<file path="src/rtl/assert_macros.svh">
// ----------------------------------------------------------------------------
// assert_macros.svh
// concurrent assertion helpers for the rtl files, used by range_cover_union_counter_unit
// ----------------------------------------------------------------------------
`ifndef ASSERT_MACROS_SVH
`define ASSERT_MACROS_SVH

// assertion on an explicit clock and active-low reset
`define RCU_ASSERT_CLK(lbl, clk, rst_n, prop, msg) \
  lbl: assert property (@(posedge clk) disable iff (!rst_n) prop) else $error(msg);

// assertion on the usual clk_i / rst_ni pair
`define RCU_ASSERT(lbl, prop, msg) \
  `RCU_ASSERT_CLK(lbl, clk_i, rst_ni, prop, msg)

`endif

</file>
<file path="src/rtl/rcu_pkg.sv">
// ----------------------------------------------------------------------------
// rcu_pkg
// shared constants and the transaction type that walks along the cell chain
// ----------------------------------------------------------------------------
package rcu_pkg;

  localparam int unsigned POSITIONS_DEF   = 1024;
  localparam int unsigned COUNT_WIDTH_DEF = 16;
  localparam int unsigned RANGE_W         = 10;
  localparam int unsigned COUNT_OUT_W     = 11;
  localparam int unsigned COUNT_OUT_MAX   = 2047;
  // positions held by one cell of the chain
  localparam int unsigned CELL_LANES      = 16;

  typedef struct packed {
    logic               valid;
    logic [RANGE_W-1:0] low;
    logic [RANGE_W-1:0] high;
    logic               remove;
    logic               under;
  } item_t;

endpackage

</file>
<file path="src/rtl/rcu_lane.sv">
// ----------------------------------------------------------------------------
// rcu_lane
// one cover counter for a single fixed position
// ----------------------------------------------------------------------------
module rcu_lane #(
  parameter int unsigned POS         = 0,
  parameter int unsigned IDX_W       = rcu_pkg::RANGE_W,
  parameter int unsigned COUNT_WIDTH = rcu_pkg::COUNT_WIDTH_DEF
) (
  input  logic          clk_i,
  input  logic          rst_ni,
  input  logic          en_i,
  input  rcu_pkg::item_t item_i,
  output logic          nonzero_o,
  output logic          under_o
);

  localparam logic [IDX_W-1:0]       POS_C   = IDX_W'(POS);
  localparam logic [COUNT_WIDTH-1:0] CNT_MAX = '1;

  logic [COUNT_WIDTH-1:0] cnt_q, cnt_d;
  logic                   hit;
  logic                   is_zero;

  assign hit = (IDX_W'(item_i.low) <= POS_C) && (POS_C <= IDX_W'(item_i.high));
  assign is_zero = (cnt_q == '0);

  always_comb begin
    cnt_d = cnt_q;
    if (en_i && hit) begin
      if (item_i.remove) begin
        if (!is_zero) begin
          cnt_d = cnt_q - COUNT_WIDTH'(1);
        end
      end else if (cnt_q != CNT_MAX) begin
        cnt_d = cnt_q + COUNT_WIDTH'(1);
      end
    end
  end

  // occupancy after this transaction, without waiting for the counter update
  assign nonzero_o = hit ? (item_i.remove ? (cnt_q > COUNT_WIDTH'(1)) : 1'b1) : !is_zero;
  assign under_o   = hit && item_i.remove && is_zero;

  always_ff @(posedge clk_i or negedge rst_ni) begin
    if (!rst_ni) begin
      cnt_q <= '0;
    end else begin
      cnt_q <= cnt_d;
    end
  end

endmodule

</file>
<file path="src/rtl/rcu_cell.sv">
// ----------------------------------------------------------------------------
// rcu_cell
// one link of the chain: a group of position counters, their local
// occupancy count and the stage register towards the next cell
// ----------------------------------------------------------------------------
module rcu_cell #(
  parameter int unsigned BASE        = 0,
  parameter int unsigned LANES       = rcu_pkg::CELL_LANES,
  parameter int unsigned IDX_W       = rcu_pkg::RANGE_W,
  parameter int unsigned COUNT_WIDTH = rcu_pkg::COUNT_WIDTH_DEF,
  parameter int unsigned SUM_W       = rcu_pkg::COUNT_OUT_W
) (
  input  logic             clk_i,
  input  logic             rst_ni,
  input  logic             advance_i,
  input  rcu_pkg::item_t   item_i,
  input  logic [SUM_W-1:0] sum_i,
  output rcu_pkg::item_t   item_o,
  output logic [SUM_W-1:0] sum_o
);

  localparam int unsigned LW = $clog2(LANES + 1);

  logic [LANES-1:0] nonzero;
  logic [LANES-1:0] under;
  logic [LW-1:0]    local_cnt;
  logic             en;
  rcu_pkg::item_t   item_d, item_q;
  logic [SUM_W-1:0] sum_d, sum_q;

  assign en = advance_i && item_i.valid;

  for (genvar j = 0; j < LANES; j++) begin : g_lane
    rcu_lane #(
      .POS         (BASE + j),
      .IDX_W       (IDX_W),
      .COUNT_WIDTH (COUNT_WIDTH)
    ) u_lane (
      .clk_i     (clk_i),
      .rst_ni    (rst_ni),
      .en_i      (en),
      .item_i    (item_i),
      .nonzero_o (nonzero[j]),
      .under_o   (under[j])
    );
  end

  always_comb begin
    local_cnt = '0;
    for (int unsigned i = 0; i < LANES; i++) begin
      local_cnt = local_cnt + LW'(nonzero[i]);
    end
  end

  always_comb begin
    item_d       = item_i;
    item_d.under = item_i.under | (|under);
    sum_d        = sum_i + SUM_W'(local_cnt);
  end

  always_ff @(posedge clk_i or negedge rst_ni) begin
    if (!rst_ni) begin
      item_q <= '0;
    end else if (advance_i) begin
      item_q <= item_d;
    end
  end

  always_ff @(posedge clk_i) begin
    if (advance_i) begin
      sum_q <= sum_d;
    end
  end

  assign item_o = item_q;
  assign sum_o  = sum_q;

endmodule

</file>
<file path="config.mk">
export PLATFORM = sky130hd
export DESIGN_NAME = rcu_cell
export DESIGN_NICKNAME = d
export VERILOG_FILES = /design/src/rtl/assert_macros.svh /design/src/rtl/rcu_pkg.sv /design/src/rtl/rcu_lane.sv /design/src/rtl/rcu_cell.sv
export SDC_FILE = /design/constraint.sdc
export NUM_CORES = 1
export LEC_CHECK = 0
export CORE_UTILIZATION = 60
export CTS_CLUSTER_SIZE = 40
export DETAILED_ROUTE_END_ITERATION = 8
export DONT_BUFFER_PORTS = 1
export PLACE_DENSITY = 0.79
export SETUP_SLACK_MARGIN = 0.3
export SYNTH_ARGS = -nofsm -noshare
export SYNTH_HDL_FRONTEND = slang
export SYNTH_SLANG_ARGS = --single-unit
</file>
<file path="constraint.sdc">
create_clock -name clk_i -period 17.1 [get_ports clk_i]
set_input_delay 2.565 -clock clk_i [delete_from_list [all_inputs] [get_ports clk_i]]
set_output_delay 2.565 -clock clk_i [all_outputs]
set_load 0.005 [all_outputs]
</file>
==> results.sh <==
export IMPL_timing_final_crit_share=0.503
export IMPL_synth_mux_area_frac=0.0173
export IMPL_timing_critical_path_to_type="flip-flop"
export IMPL_fraction_of_the_mapped_netlist_area_in_compound_gates=0.115
export IMPL_final_net_count=2094
export IMPL_yosysSeqAreaShare=0.396
export IMPL_critPathLaunchType="input pin"
export IMPL_timing_worst_setup_path_type="input pin to flip-flop"
export IMPL_pin_count_of_the_biggest_net_entering_global_routing=280
export IMPL_regToRegEndpoint="sum_o[10]$_DFFE_PP_"
export IMPL_worstRegToRegCells=18
export IMPL_largest_family_of_logic_cells_by_synthesized_area="simple AND/OR/NAND/NOR gates"
export IMPL_first_global_vias=14700
export IMPL_synth_async_reset_ratio=0.962
export IMPL_rrSetupSlack_ps=10280
export IMPL_rsz0062_at_grt="no"
export IMPL_distinct_cells_synth=89
export IMPL_outcome="finished, final reports clean"
export IMPL_required_time_at_the_endpoint_of_the_critical_path_ps=17350
export IMPL_drv_max_cap_violation_count=0
export IMPL_max_slew_worst_pin_slew_ps=984
export IMPL_min_period_ps=8600
export IMPL_holdBufCountCts=0
export IMPL_fin_total_pwr_uw=1640
export IMPL_postLayoutCoreUtil=0.658
export IMPL_finalHoldViolCount=0
export IMPL_pre_cts_ws_ps=8040
export IMPL_cts_repair_timing_setup_buffer_count=0
export IMPL_wirelength_mm=43.3
export IMPL_grt_pass1_wl_mm=72.0
export IMPL_critPathArrivalTime_ps=8850
export IMPL_worstSetupStartpoint="item_i[20]"
export IMPL_ant_nets=0
export IMPL_post_synthesis_share_of_cell_area_spent_on_and_or_nand_and_nor_gates=0.259
export IMPL_synthesis_yosys_warnings=0
export IMPL_syn_num_nets=2148
export IMPL_postLayoutSetupSlackWorst_ps=8500
export IMPL_pwr_density_cell_nw_per_um2=83.2
export IMPL_cts_tree="yes"
export IMPL_postSynthRegisterBits=290
export IMPL_timing_critical_path_fanout_max=6
export IMPL_synth_edff_count=11
export IMPL_postCtsResizedCells=0
export IMPL_placed_cells_incl_taps=2342
export IMPL_peakVddDrop_mv=0.0781
export IMPL_syn_area_um2=18400
export IMPL_design_core_area_um2=30000
export IMPL_clkSlewWorstSetupHoldPaths_ps=60
export IMPL_route_detailed_wl_per_inst_um=18.0
export IMPL_timing_clock_skew_ps=15.5
export IMPL_pin_count=71
export IMPL_clock_tree_htree_level_count=2
export IMPL_globalRouteOverflowTotal=0
export IMPL_row_count=63
export IMPL_worstReg2RegStart="g_lane[0].u_lane.cnt_q[3]$_DFFE_PN0P_"
export IMPL_buffer_ports_inserted=0
export IMPL_chipWidth_um=177
export IMPL_drc_errors=0
export IMPL_critPathCapture="sum_o[10]$_DFFE_PP_"
export IMPL_fp_dieH_um=177
export IMPL_static_leakage_power_uw=0.00881
export IMPL_hold_path_cell_count=1
export IMPL_start_util=0.616
export IMPL_clk_insertion_delay_late_ps=510
export IMPL_timing_slew_headroom=0.338
export IMPL_syn_mean_instance_area_um2=9.03
export IMPL_cts_inserted_buffers=35
export IMPL_ys_dominant_reg_cell="dfrtp_1"
export IMPL_fmaxAchievable_ghz=0.116
export IMPL_drt_pre_antenna_iters=7
export IMPL_dr_vias=15400
export IMPL_fraction_of_synthesized_cell_area_in_xor_and_xnor_cells=0.126
export IMPL_fin_cells=2405
export IMPL_track_usage=0.280
export IMPL_setup_violations_final=0
export IMPL_slew_violations=0
export IMPL_clockBufferDepth=3
export IMPL_hp_class="flip-flop to flip-flop"
export IMPL_synth_adder_area_share=0.0510
export IMPL_syn_inst=2043
export IMPL_totalNegativeSetupSlack_ps=0
export IMPL_gp_routability_congestion=0.906
export IMPL_dp_hpwl_mm=29.5
export IMPL_layout_stage_area_growth_over_the_synthesis_result_pct=6.93
export IMPL_post_route_cells_drive_above_1_share=0.0636
export IMPL_dr_first_iter_drc_count=1374
export IMPL_cts_sinks=290
export IMPL_grt_antenna_before_repair=1
export IMPL_routed_via_density=6.39
export IMPL_fp_dieArea_um2=31400
export IMPL_clock_tree_root_cell="clkbuf_16"
-- routing by layer --
layer  up-vias  GRT usage  wire [um]
met5         -          0          9
met4         2      0.108       1510
met3       115     0.0656       3620
met2       591      0.434      19500
met1      7418      0.379      18700
li1       7236          -          -
-- synthesized netlist by cell type (9+ instances only) --
| master | count | area (um2) |
|---|---|---|
| dfrtp_1 | 279 | 6980 |
| nand2_1 | 203 | 762 |
| nor2_1 | 156 | 586 |
| xor2_1 | 138 | 1210 |
| xnor2_1 | 127 | 1110 |
| nand3_1 | 102 | 510 |
| nor3_1 | 88 | 440 |
| a21oi_1 | 84 | 420 |
| clkbuf_1 | 72 | 270 |
| o21ai_0 | 70 | 350 |
| inv_1 | 68 | 255 |
| nor4_1 | 68 | 425 |
| ha_1 | 56 | 701 |
| nand4_1 | 48 | 300 |
| a31oi_1 | 32 | 200 |
| or3_1 | 28 | 175 |
| and3_1 | 26 | 163 |
| or4_1 | 25 | 188 |
| mux2_2 | 23 | 259 |
| nand2b_1 | 21 | 131 |
| and4_1 | 19 | 166 |
| o22ai_1 | 19 | 119 |
| nor2b_1 | 17 | 106 |
| or2_2 | 17 | 106 |
| and2_1 | 13 | 81.3 |
| nand4b_1 | 13 | 114 |
| fa_1 | 12 | 240 |
| o31ai_1 | 12 | 90.1 |
| buf_1 | 11 | 41.3 |
| edfxtp_1 | 11 | 330 |
| nand3b_1 | 11 | 82.6 |
| a211oi_1 | 10 | 75.1 |
| buf_2 | 10 | 50.1 |
| o32ai_1 | 9 | 78.8 |
-- layout make-up --
cell class,instances,area [um2]
Inverter,69,259
Timing Repair Buffer,6,45.0
Clock buffer,49,998
Sequential cell,290,7310
Multi-Input combinational cell,1587,10500
Antenna cell,1,2.50
Tap cell,390,488
Clock inverter,13,146
Fill cell,2354,10200
-- per-stage QoR --
step	cell area [um2]	hold slack, ps
4_1_cts	19700	485
3_3_place_gp	18600	467
3_5_place_dp	18600	477
5_1_grt	19700	498
6_report	19700	481
2_1_floorplan	18400	448
-- kinds of logic (layout without fill, tap and decap cells) --
group	after synthesis	in the layout
AND/OR/NAND/NOR	901	901
AO/OA/AOI/OAI	324	324
flip-flops	290	290
XOR/XNOR	265	265
buffers and inverters	166	137
adder cells (fa/ha/maj)	68	68
multiplexers	29	29
other	0	1
-- flip-flops by register name, summed over array words and instances (netlist names) --
name / count
g_lane.u_lane.cnt_q: 256
sum_o: 11
item_o: 23
-- how the worst min path moves through the flow --
stage,endpoint,from
floorplan,g_lane[3].u_lane.cnt_q[5]$_DFFE_PN0P_,g_lane[3].u_lane.cnt_q[5]$_DFFE_PN0P_
global placement,g_lane[3].u_lane.cnt_q[5]$_DFFE_PN0P_,g_lane[3].u_lane.cnt_q[5]$_DFFE_PN0P_
detailed placement,g_lane[3].u_lane.cnt_q[5]$_DFFE_PN0P_,g_lane[3].u_lane.cnt_q[5]$_DFFE_PN0P_
CTS,g_lane[3].u_lane.cnt_q[5]$_DFFE_PN0P_,g_lane[3].u_lane.cnt_q[5]$_DFFE_PN0P_
global route,g_lane[5].u_lane.cnt_q[15]$_DFFE_PN0P_,g_lane[5].u_lane.cnt_q[15]$_DFFE_PN0P_
finish,g_lane[3].u_lane.cnt_q[5]$_DFFE_PN0P_,g_lane[3].u_lane.cnt_q[5]$_DFFE_PN0P_
-- worst max-delay path, stage by stage --
cell	delay, ps
or4_4	590
or3_4	430
a211oi_2	410
a21oi_1	130
a211o_1	300
fa_1	470
fa_1	520
fa_1	550
inv_1	50
fa_1	520
inv_1	50
fa_1	460
fa_1	420
a21o_1	200
a21oi_1	300
nor2b_1	100
o21ai_0	460
nor2_1	150
xor2_1	160
-- where the power goes --
| part | switching, uW | internal, uW | total, uW |
|---|---|---|---|
| combinational | 85.6 | 65.7 | 151 |
| sequential | 29.1 | 717 | 746 |
| clock | 291 | 453 | 743 |
| total | 405 | 1240 | 1640 |
-- cells in the final DEF, fill, tap and decap left out, types with 19 or more instances in the layout --
cell type / n
and4_1: 19
nand4_1: 48
nand3_1: 102
xnor2_1: 127
or3_1: 28
nand2_1: 203
or4_1: 25
ha_1: 56
o21ai_0: 70
xor2_1: 138
a21oi_1: 84
clkbuf_16: 35
o22ai_1: 19
inv_1: 68
nor4_1: 68
nand2b_1: 21
nor2_1: 156
mux2_2: 23
and3_1: 26
nor3_1: 88
a31oi_1: 32
dfrtp_1: 279
No activity file was read; power rests on OpenSTA's default activity.
